### config.mk
export PLATFORM = sky130hd
export DESIGN_NAME = fhi_ctrl
export DESIGN_NICKNAME = d
export VERILOG_FILES = /design/src/design/fhi_pkg.sv /design/src/design/fhi_ctrl.sv
export VERILOG_INCLUDE_DIRS = /design/src /design/src/design
export SDC_FILE = /design/constraint.sdc
export NUM_CORES = 1
export LEC_CHECK = 0
export ABC_AREA = 1
export BUFFER_PORTS_ARGS = -buffer_cell sky130_fd_sc_hd__buf_2
export CORE_AREA = 2 2 39 41
export DETAILED_ROUTE_END_ITERATION = 12
export DIE_AREA = 0 0 41 43
export GPL_TIMING_DRIVEN = 0
export PLACE_DENSITY = 0.58
export SKIP_LAST_GASP = 1
export SYNTH_ARGS = -nofsm -noshare
export SYNTH_HDL_FRONTEND = slang
export SYNTH_SLANG_ARGS = --single-unit
### constraint.sdc
create_clock -name clk -period 1.7 [get_ports clk]
set_clock_uncertainty 0.2 [all_clocks]
set_input_delay 0.17 -clock clk [delete_from_list [all_inputs] [get_ports clk]]
set_output_delay 0.17 -clock clk [all_outputs]
set_load 0.02 [all_outputs]
### src/design/fixed_huffman_inflate_macros.svh
// Assertion helpers for the inflate block; each expects clk and arst_n in scope.
`ifndef FIXED_HUFFMAN_INFLATE_MACROS_SVH
`define FIXED_HUFFMAN_INFLATE_MACROS_SVH

// Same-cycle implication.
`define FHI_ASSERT_NOW(lbl, ante, cons, msg) \
	lbl: assert property (@(posedge clk) disable iff (!arst_n) (ante) |-> (cons)) \
		else $error(msg);

// Next-cycle implication.
`define FHI_ASSERT_NEXT(lbl, ante, cons, msg) \
	lbl: assert property (@(posedge clk) disable iff (!arst_n) (ante) |=> (cons)) \
		else $error(msg);

`endif

### src/design/fhi_pkg.sv
package fhi_pkg;

	localparam int SIZE_BITS  = 24;
	localparam int WIN_BYTES  = 32768;
	localparam int WIN_AW     = $clog2(WIN_BYTES);

	localparam logic [1:0] ST_OK   = 2'd0;
	localparam logic [1:0] ST_DATA = 2'd1;
	localparam logic [1:0] ST_BUF  = 2'd2;

	typedef enum logic [2:0] {
		PH_HEADER,
		PH_SYMBOL,
		PH_LEN_EXTRA,
		PH_DIST_CODE,
		PH_DIST_EXTRA,
		PH_PAD
	} phase_t;

	typedef enum logic [2:0] {
		C_IDLE,
		C_BIT,
		C_COPY_RD,
		C_COPY_WR,
		C_FLUSH,
		C_STATUS
	} ctl_state_t;

	typedef struct packed {
		logic load;
		logic skip;
		logic step;
		logic copy_rd;
		logic copy_wr;
		logic push_pack;
		logic push_status;
		logic finish;
	} cmd_t;

	typedef struct packed {
		logic fault_seen;
		logic pack_full;
		logic pack_empty;
		logic bits_one;
		logic bits_zero;
		logic step_copy;
		logic step_fault;
		logic mlen_one;
		logic end_valid;
		logic out_free;
	} st_t;

	function automatic logic [3:0] len_extra(input logic [4:0] idx);
		logic [4:0] t;
		begin
			t = idx - 5'd8;
			if (idx < 5'd8 || idx == 5'd28) return 4'd0;
			return {1'b0, t[4:2]} + 4'd1;
		end
	endfunction

	function automatic logic [8:0] len_base(input logic [4:0] idx);
		logic [4:0] t;
		logic [3:0] ex;
		begin
			t  = idx - 5'd8;
			ex = len_extra(idx);
			if (idx < 5'd8) return {4'd0, idx} + 9'd3;
			if (idx == 5'd28) return 9'd258;
			return 9'd3 + (9'd1 << (ex + 4'd2)) + ({7'd0, t[1:0]} << ex);
		end
	endfunction

	function automatic logic [3:0] dist_extra(input logic [4:0] code);
		begin
			if (code < 5'd4) return 4'd0;
			return code[4:1] - 4'd1;
		end
	endfunction

	function automatic logic [15:0] dist_base(input logic [4:0] code);
		logic [3:0] ex;
		begin
			ex = dist_extra(code);
			if (code < 5'd4) return {11'd0, code} + 16'd1;
			return 16'd1 + (16'd1 << (ex + 4'd1)) + ({15'd0, code[0]} << ex);
		end
	endfunction

endpackage

### src/design/fhi_ctrl.sv
`include "fixed_huffman_inflate_macros.svh"

module fhi_ctrl (
	input  logic               clk,
	input  logic               arst_n,
	input  logic               in_valid,
	output logic               in_ready,
	input  fhi_pkg::st_t       st,
	output fhi_pkg::cmd_t      cmd
);

	fhi_pkg::ctl_state_t state_q;
	fhi_pkg::ctl_state_t state_d;

	always_comb begin
		state_d = state_q;
		case (state_q)
			fhi_pkg::C_IDLE: begin
				if (in_valid && !st.fault_seen) state_d = fhi_pkg::C_BIT;
			end
			fhi_pkg::C_BIT: begin
				if (!st.pack_full) begin
					if (st.step_copy) state_d = fhi_pkg::C_COPY_RD;
					else if (st.step_fault || st.bits_one) state_d = fhi_pkg::C_FLUSH;
				end
			end
			fhi_pkg::C_COPY_RD: state_d = fhi_pkg::C_COPY_WR;
			fhi_pkg::C_COPY_WR: begin
				if (!st.pack_full) begin
					if (!st.mlen_one) state_d = fhi_pkg::C_COPY_RD;
					else if (st.bits_zero) state_d = fhi_pkg::C_FLUSH;
					else state_d = fhi_pkg::C_BIT;
				end
			end
			fhi_pkg::C_FLUSH: begin
				if (st.pack_empty || st.out_free) state_d = fhi_pkg::C_STATUS;
			end
			fhi_pkg::C_STATUS: begin
				if (!st.end_valid || st.out_free) state_d = fhi_pkg::C_IDLE;
			end
			default: state_d = fhi_pkg::C_IDLE;
		endcase
	end

	always_comb begin
		cmd      = '0;
		in_ready = 1'b0;
		case (state_q)
			fhi_pkg::C_IDLE: begin
				in_ready = 1'b1;
				if (in_valid) begin
					cmd.load = !st.fault_seen;
					cmd.skip = st.fault_seen;
				end
			end
			fhi_pkg::C_BIT: begin
				if (st.pack_full) cmd.push_pack = st.out_free;
				else cmd.step = 1'b1;
			end
			fhi_pkg::C_COPY_RD: cmd.copy_rd = 1'b1;
			fhi_pkg::C_COPY_WR: begin
				if (st.pack_full) cmd.push_pack = st.out_free;
				else cmd.copy_wr = 1'b1;
			end
			fhi_pkg::C_FLUSH: cmd.push_pack = !st.pack_empty && st.out_free;
			fhi_pkg::C_STATUS: begin
				cmd.push_status = st.end_valid && st.out_free;
				cmd.finish      = !st.end_valid || st.out_free;
			end
			default: ;
		endcase
	end

	always_ff @(posedge clk or negedge arst_n) begin
		if (!arst_n) begin
			state_q <= fhi_pkg::C_IDLE;
		end else begin
			state_q <= state_d;
		end
	end

	`FHI_ASSERT_NOW(a_wr_after_rd, state_q == fhi_pkg::C_COPY_WR,
		$past(state_q) == fhi_pkg::C_COPY_RD || $past(state_q) == fhi_pkg::C_COPY_WR,
		"copy write without a preceding read")
	`FHI_ASSERT_NEXT(a_load_starts, cmd.load, state_q == fhi_pkg::C_BIT,
		"loaded byte did not start bit decode")
	`FHI_ASSERT_NOW(a_push_free, cmd.push_pack || cmd.push_status, st.out_free,
		"result pushed into an occupied output register")
	`FHI_ASSERT_NOW(a_no_emit_full, cmd.step || cmd.copy_wr, !st.pack_full,
		"byte emitted into a full pack")

endmodule

==> results_dict.tcl, run 1 <==
set metrics [dict create \
    ys_ff_latch 3 \
    core.rowCount 14 \
    synthAdderAreaFrac_pct 0 \
    synth_edf_count 0 \
    hp-class "input pin to flop" \
    slew_violations 0 \
    fin_nets 111 \
    synth_top_cell_area_share_pct 18.99 \
    dp_cells 104 \
    dr.pass1.iters 4 \
    cp.arrival_ns 1.32 \
    period_share_pct 99.52 \
    grt_overflow_total 0 \
    critPathBufInv 1 \
    grt_max_degree 10 \
    routed-via-count 492 \
    outcome "finished, final reports clean" \
    crit_chain "nor2_4 > nand2_1 > or2_1 > a21oi_2 > buf_6" \
    place_congestion 0.7409 \
    grt_first_pass_wirelength_um 1559 \
    p_leak_uw 0.0003544 \
    path_max_fanout 2 \
    clock-root-buffer "clkbuf_4" \
    worstPathRequired_ns 1.33 \
    h-tree-depth 1 \
    reg.largest.list "state_q (3)" \
    yosys.area_share.simple_pct 62.34 \
    drtIter0Drc 9 \
    clk_pin_slew_ns 0.04 \
    area_delta_synth_final_pct 56.33 \
    period_minus_slack_ns 1.692 \
    pwr-share-clk_pct 15.4 \
    syn_avg_cell_area_um2 5.901 \
    critical_path.top_delay_family "flip-flops" \
    clock-sinks 3 \
    finalHoldViolCount 0 \
    synth_top_area_cell "dfrtp_1" \
    synth_ff_type "dfrtp_1" \
    core_area_um2 1384 \
    synthXorXnorAreaFrac_pct 0 \
    synthMuxAreaShare_pct 0 \
    syn_nets 80 \
    ys_top_cells_by_area "dfrtp_1, nand2_1, inv_1, nand3_1, nand2_2" \
    port_buffers 21 \
    die_w_um 41 \
    syn_area_um2 395.4 \
    p_int_uw 435.3 \
    instances_no_fill 113 \
    worstSetupPathType "flop to primary output" \
    vdd_drop_max_uv 541.2 \
    powerDensity_nw_per_um2 1358 \
    grt_usage_pct 12.39 \
    cts_buffer_depth 2 \
    fmax_mhz 591.1 \
    grt_pass1_vias 424 \
    largest_reg_flops 3 \
    synthCells 67 \
    p_sw_uw 404.4 \
    rsz0062_at_grt "yes" \
    setup_viol 0 \
    ios 22 \
    ys_seq_area_share_pct 18.99 \
    regMostFlops "state_q" \
    cp-start-kind "flop" \
    wl_per_cell_um 8.159 \
    synth_compound_area_share_pct 3.481 \
    slew-limit-headroom_pct 83.60 \
    drive_above_1_share_pct 48.45 \
    viasPerCell 4.354 \
    clkLatencyLatePin_ns 0.24 \
    cp_slowest_cell "dfrtp_2" \
    drc_errors 0 \
    maxCapViolations 0 \
    cp-end-kind "primary output" \
    yosysWarningCount 0 \
    start_util_pct 28.57 \
    total_power_uw 839.6 \
    switching_share_pct 48.16 \
    synth_top_cells_by_count "nand2_1, inv_1, nand3_1, nor2_1, nand2_2" \
    ys_types 17 \
    yosysMostFrequentCell "nand2_1" \
    numCtsBuffers 3 \
    dpl.hpwl_um 715.6 \
    diodes 0 \
    synth_top_family_by_area "simple AND/OR/NAND/NOR gates" \
    pwr-share-seq_pct 15.4 \
    wl_um 922 \
    worstMarginPinSlew_ns 0.2447 \
    ant_nets 0 \
    die_height_um 43 \
    antenna_found_initial 0 \
    die-area_um2 1763 \
    power_frac_comb_pct 69.3 \
    ys_async_sr_fraction_pct 100.0 \
    worst_path_largest_cell_delay_ns 0.42 \
    cts_tree "done" \
]
==> tightest hold or removal path, stage by stage <==
cell and delay [ns]:
buf_2 0.12, nand2_1 0.06, nand2_1 0.06
==> cells by family (layout without fill, tap and decap cells) <==
group           Yosys count  after routing
flops                     3              3
compound gates            2              2
buf+inv                  14             44
simple gates             48             48
==> area by class of cell <==
| type | instances | area (um2) |
|---|---|---|
| fill | 154 | 765.7 |
| sequential | 3 | 77.57 |
| tap | 16 | 20.02 |
| multi-input combinational | 50 | 277.8 |
| buffer | 1 | 11.26 |
| clock buffer | 4 | 26.28 |
| timing repair buffer | 26 | 156.4 |
| inverter | 13 | 48.80 |
==> through the flow <==
step                hold slack [ns]  util (%)  setup slack [ns]  setup TNS, ns  instance area [um2]
floorplan                   -0.3256         -           0.02604              0                397.9
global placement            -0.2335     37.79           0.04054              0                523.0
detailed placement          -0.2332     37.79           0.03358              0                523.0
CTS                        0.007814     43.31           0.01194              0                599.3
global route                0.03393     44.67          -0.06924        -0.1827                618.1
finish                     0.005682     44.67          0.008131              0                618.1
==> worst paths after layout <==
path	startpoint	endpoint	slack [ns]	cells after the start
worst max-delay path	state_q[1]	cmd[2]	0.008	5
worst min-delay path	st[8]	state_q[1]	0.006	3
worst max register to register	state_q[1]	state_q[2]	0.28	5
worst min register to register	state_q[2]	state_q[1]	0.47	4
max in group asynchronous	arst_n	state_q[1]	1.11	2
min in group asynchronous	arst_n	state_q[0]	0.07	2
==> per-layer routing <==
| layer | GRT usage (%) | wire, um | up-vias |
|---|---|---|---|
| met5 | 0 | 0 | - |
| met1 | 15.58 | 392 | 212 |
| li1 | - | - | 264 |
| met4 | 4.000 | 0 | 0 |
| met3 | 1.571 | 48 | 0 |
| met2 | 20.63 | 481 | 16 |
==> power by group through the flow <==
stage / registers, uW / clock network [uW] / logic, uW
2_1_floorplan: 135 / 0 / 364
4_1_cts: 129 / 129 / 567
5_1_grt: 132 / 134 / 643
3_3_place_gp: 144 / 0 / 461
3_5_place_dp: 143 / 0 / 466
6_report: 129 / 129 / 582
==> placed cells by master (no fill, tap or decap), drive strengths merged <==
cell          n
buf          26
nand2        21
inv          13
nor2         12
nand3         9
clkbuf        4
nor3          4
dfrtp         3
a21oi         2
or2           1
nor4          1
dlygate4sd3   1
==> timing repair <==
item,4_1_cts,5_1_grt
setup buffers,4,0
endpoints found under the setup margin,3,4
gates resized for setup,4,5
pin swaps,1,0
hold buffers,1,0
endpoints found under the hold margin,3,0
Note: power is estimated with default switching activity, not from simulation.
==> run 2: changes to the inputs <==
--- a/config.mk
+++ b/config.mk
@@ -12,7 +12,7 @@
 export DETAILED_ROUTE_END_ITERATION = 12
 export DIE_AREA = 0 0 41 43
 export GPL_TIMING_DRIVEN = 0
-export PLACE_DENSITY = 0.58
+export PLACE_DENSITY = 0.64
 export SKIP_LAST_GASP = 1
 export SYNTH_ARGS = -nofsm -noshare
 export SYNTH_HDL_FRONTEND = slang
==> run 2 against run 1 <==
The run now ends with setup timing left. Clock power is essentially flat. Core utilization grew 1.2 points. Cell area grew 2.6%. Combinational power grew 10%. Via count grew 5.9%. Fmax shrank 1.2%. Register-to-register slack is essentially flat. Die area is the same. Routed wire length grew 13%. Hold slack gained 0.011 ns. Setup slack lost 0.020 ns. Sequential share of layout area shrank 0.32 points. Critical path type unchanged. Largest power group unchanged.
==> results_dict.tcl, run 2 (synthesized netlist as in run 1, its figures left out) <==
set metrics [dict create \
    outcome "finished, violations left" \
    violations "setup timing" \
    layout_commonest_cell "buf_2" \
    final_cell_mix "buf_2, nand2_1, inv_1" \
    p_sw_uw 423.4 \
    regMostFlops "state_q" \
    maxCapViolations 0 \
    finalHoldViolCount 0 \
    worstMarginPinSlew_ns 0.2430 \
    largest_reg_flops 3 \
    die-area_um2 1763 \
    ios 22 \
    wl_um 1043 \
    drive_above_1_share_pct 51.52 \
    fin_ws_ns -0.01234 \
    dpl.hpwl_um 712.1 \
    worst_path_largest_cell_delay_ns 0.42 \
    period_minus_slack_ns 1.712 \
    vdd_drop_max_uv 515.6 \
    worstPathRequired_ns 1.33 \
    start_util_pct 28.57 \
    viasPerCell 4.530 \
    critPathBufInv 1 \
    wl_per_cell_um 9.070 \
    crit_chain "nor2_4 > nand2_2 > or2_1 > a21oi_2 > buf_6" \
    hp-class "input pin to flop" \
    dpl-instance-area_um2 523.0 \
    clock-sinks 3 \
    fillers 149 \
    core.rowCount 14 \
    p_leak_uw 0.0003663 \
    numCtsBuffers 3 \
    clk_pin_slew_ns 0.04 \
    path_max_fanout 3 \
    cp-end-kind "primary output" \
    drc_errors 0 \
    multiInputGateArea_um2 280.3 \
    slew-limit-headroom_pct 83.71 \
    powerDensity_nw_per_um2 1414 \
    setup_viol 1 \
    critPathLaunch "state_q[0]" \
    grt_first_pass_wirelength_um 1607 \
    cts_buffer_depth 2 \
    power_frac_comb_pct 71.7 \
    cp_slowest_cell "dfrtp_2" \
    grt_usage_pct 12.69 \
    diodes 0 \
    place_congestion 0.8022 \
    fin_nets 113 \
    die_w_um 41 \
    pwr-share-seq_pct 14.2 \
    port_buffers 21 \
    h-tree-depth 1 \
    routed-via-count 521 \
    critical_path.top_delay_family "flip-flops" \
    switching_share_pct 47.19 \
    area_delta_synth_final_pct 60.44 \
    fmax_mhz 584.0 \
    grt_overflow_total 0 \
    seq_area_um2 77.57 \
    place_ws_ns 0.03670 \
    min_from "st[8]" \
    rsz0062_at_grt "yes" \
    r2r-start "state_q[0]" \
    worstSetupPathType "flop to primary output" \
    clock-root-buffer "clkbuf_4" \
    whs_ns 0.01663 \
    pwr-share-clk_pct 14.1 \
    grt_max_degree 10 \
    die_height_um 43 \
    cts_tree "done" \
    p_int_uw 473.8 \
    dr.pass1.iters 4 \
    period_share_pct 100.7 \
    grt_pass1_vias 435 \
    clkLatencyLatePin_ns 0.23 \
    slew_violations 0 \
    core_area_um2 1384 \
    reg.largest.list "state_q (3)" \
    tns_ns -0.01234 \
    stdcell_area_um2 634.4 \
    final_core_util_pct 45.84 \
    cp-start-kind "flop" \
    cp.arrival_ns 1.34 \
    ant_nets 0 \
    drtIter0Drc 17 \
    antenna_found_initial 0 \
]
run 2: worst min-delay path: stages:
cell and delay [ns]:
buf_2 0.12, nand2_1 0.06, nand2_1 0.06
run 2: final timing paths:
path | endpoint | slack (ns) | cells after the start
min in group asynchronous | state_q[0] | 0.07 | 2
max | cmd[2] | -0.01 | 5
max in group asynchronous | state_q[1] | 1.11 | 2
max reg2reg | state_q[0] | 0.27 | 9
min | state_q[1] | 0.02 | 3
min reg2reg | state_q[0] | 0.46 | 3
run 2: power by group through the flow:
stage / Combinational [uW] / Sequential [uW] / Clock, uW
final: 643 / 127 / 127
after global routing: 708 / 129 / 128
after global placement: 460 / 144 / 0
after CTS: 593 / 126 / 127
after detailed placement: 466 / 144 / 0
after floorplan: 364 / 135 / 0
run 2: timing repair:
action,4_1_cts,5_1_grt
setup endpoints to repair,3,2
hold endpoints to repair,3,0
buffers inserted,5,1
pin swaps,1,2
hold buffers,1,0
gates resized for setup,4,5
run 2: cell type report:
class | instances | share of cell area (%)
multi-input combinational | 50 | 44.18
inverter | 13 | 7.692
clock buffer | 4 | 4.142
tap | 16 | 3.156
timing repair buffer | 28 | 26.82
sequential | 3 | 12.23
buffer | 1 | 1.775
run 2: routing by layer:
metal,GRT usage [%],share of wire (%)
met5,0,0
met3,0,4.8
met1,14.61,41
met4,4.000,0
met2,23.44,54
run 2: through the flow:
| step | cells | power, uW |
|---|---|---|
| after floorplan | 67 | 499.4 |
| after global placement | 104 | 603.9 |
| after detailed placement | 104 | 610.7 |
| after CTS | 114 | 846.3 |
| after global routing | 115 | 965.2 |
| final | 115 | 897.3 |
==> run 3: changes to the inputs <==
--- a/config.mk
+++ b/config.mk
@@ -8,11 +8,12 @@
 export LEC_CHECK = 0
 export ABC_AREA = 1
 export BUFFER_PORTS_ARGS = -buffer_cell sky130_fd_sc_hd__buf_2
-export CORE_AREA = 2 2 39 41
+export CELL_PAD_IN_SITES_DETAIL_PLACEMENT = 1
+export CELL_PAD_IN_SITES_GLOBAL_PLACEMENT = 1
+export CORE_UTILIZATION = 26
 export DETAILED_ROUTE_END_ITERATION = 12
-export DIE_AREA = 0 0 41 43
 export GPL_TIMING_DRIVEN = 0
-export PLACE_DENSITY = 0.64
+export PLACE_DENSITY = 0.81
 export SKIP_LAST_GASP = 1
 export SYNTH_ARGS = -nofsm -noshare
 export SYNTH_HDL_FRONTEND = slang
==> run 3 against run 2 <==
Sequential share of layout area shrank 0.072 points. Critical path type unchanged. Non-clock buffer count is the same. The run still ends with setup timing left. Largest cell class unchanged. Critical endpoint is now cmd[6]. Setup slack lost 0.054 ns. Largest power group unchanged.
==> results_dict.tcl, run 3 (synthesized netlist as in run 1, its figures left out) <==
set metrics [dict create \
    worstPathRequired_ns 1.33 \
    worstRegToRegCells 6 \
    die_w_um 41.00 \
    setup_viol 2 \
    antenna_found_initial 0 \
    outcome "finished, violations left" \
    use_met1_pct 18.75 \
    cp-start-kind "flop" \
    grt_usage_pct 17.12 \
    routed-via-count 519 \
    hold_end "state_q[1]" \
    core.rowCount 13 \
    core_area_um2 1350 \
    min_from "st[8]" \
    drive_above_1_share_pct 49.49 \
    die-area_um2 1681 \
    port_buffers 21 \
    wl_um 1303 \
    dp_cells 103 \
    grt_first_pass_wirelength_um 1897 \
    vdd_drop_max_uv 458.7 \
    fmax_mhz 566.0 \
    reg2reg_to "state_q[0]" \
    fin_nets 113 \
    critPathLaunch "state_q[1]" \
    diodes 0 \
    clkLatencyLatePin_ns 0.23 \
    period_minus_slack_ns 1.767 \
    grt_util_met2_pct 33.59 \
    cts_buffer_depth 2 \
    dr.pass1.iters 4 \
    clock-sinks 3 \
    maxCapViolations 0 \
    slew_violations 0 \
    ios 22 \
    clk_pin_slew_ns 0.04 \
    grt_max_degree 10 \
    final_cell_mix "buf_2, nand2_1, inv_1" \
    clock-root-buffer "clkbuf_4" \
    r2r_slack_ns 0.23 \
    dpl.hpwl_um 885.8 \
    critical_path.top_delay_family "flip-flops" \
    grt-busiest-layer "met2" \
    use_met3_pct 4.891 \
    holdPathStages 3 \
    worst_path_largest_cell_delay_ns 0.42 \
    powerDensity_nw_per_um2 1403 \
    cp-end-kind "primary output" \
    largest_reg_flops 3 \
    final_core_util_pct 47.27 \
    cp.arrival_ns 1.40 \
    layout_commonest_cell "buf_2" \
    r2r-start "state_q[2]" \
    cp_slowest_cell "dfrtp_2" \
    period_share_pct 103.9 \
    worstMarginPinSlew_ns 0.2406 \
    drtIter0Drc 4 \
    rsz0062_at_grt "yes" \
    area_delta_synth_final_pct 61.39 \
    cts_tree "done" \
    path_max_fanout 3 \
    numCtsBuffers 3 \
    slew-limit-headroom_pct 83.87 \
    regMostFlops "state_q" \
    place_ws_ns -0.01809 \
    violations "setup timing" \
    worstSetupPathType "flop to primary output" \
    h-tree-depth 1 \
    viasPerCell 4.553 \
    cp.depth 7 \
    p_leak_uw 0.0003667 \
    reg.largest.list "state_q (3)" \
    start_util_pct 29.29 \
    crit_chain "nor2_4 > buf_4 > inv_1 > nor2_2 > inv_1 > nor2_1 > buf_4" \
    place_congestion 0.7798 \
    die_height_um 41.00 \
    grt_pass1_vias 507 \
    hp-class "input pin to flop" \
    drc_errors 0 \
    critPathBufInv 4 \
    grt_overflow_total 0 \
    wl_per_cell_um 11.43 \
    instances_no_fill 114 \
    fin_ws_ns -0.06677 \
    ant_nets 0 \
    finalHoldViolCount 0 \
]
-- run 3: worst reg2reg max path, stage by stage (launching register included) --
cell	delay, ns
dfrtp_1	0.36
buf_6	0.13
buf_12	0.13
nor3_2	0.25
nand2_2	0.12
nand3_1	0.10
nand2_1	0.06
-- run 3: repair_timing --
item,in CTS,in global routing
endpoints found under the setup margin,3,4
gates resized for setup,5,3
pin swaps,1,0
buffers inserted,4,2
hold buffers,1,0
hold endpoints to repair,3,0
-- run 3: power breakdown --
group	switching (uW)	internal, uW
combinational	361	272
clock	40.0	88.2
sequential	31.5	102
total	433	463
-- run 3: worst max-delay path by stage --
stage | endpoint
finish | cmd[6]
CTS | cmd[2]
floorplan | cmd[6]
global placement | cmd[2]
detailed placement | cmd[2]
global route | cmd[6]
-- run 3: cell type report --
type	count	area (um2)
fillers	194	711.9
multi-input cells	50	275.3
repair buffers	28	180.2
flip-flops and latches	3	77.57
inverters	13	48.80
clock buffers	4	26.28
well taps	15	18.77
plain buffers	1	11.26
-- run 3: routing by layer --
layer | share of wire [%] | wire (um)
met1 | 40 | 518
met2 | 56 | 730
met3 | 4.1 | 54
met4 | 0 | 0
met5 | 0 | 0
-- run 3: per-stage QoR --
| stage | instance area, um2 | setup TNS (ns) | hold WS, ns | total power, uW |
|---|---|---|---|---|
| finish | 638.1 | -0.06815 | 0.006986 | 895.3 |
| global route | 638.1 | -0.3831 | 0.04182 | 963.3 |
| CTS | 600.6 | 0 | 0.01606 | 843.3 |
| detailed placement | 521.8 | -0.01809 | -0.2342 | 623.7 |
| global placement | 521.8 | 0 | -0.2364 | 610.7 |
| floorplan | 397.9 | 0 | -0.3256 | 499.4 |
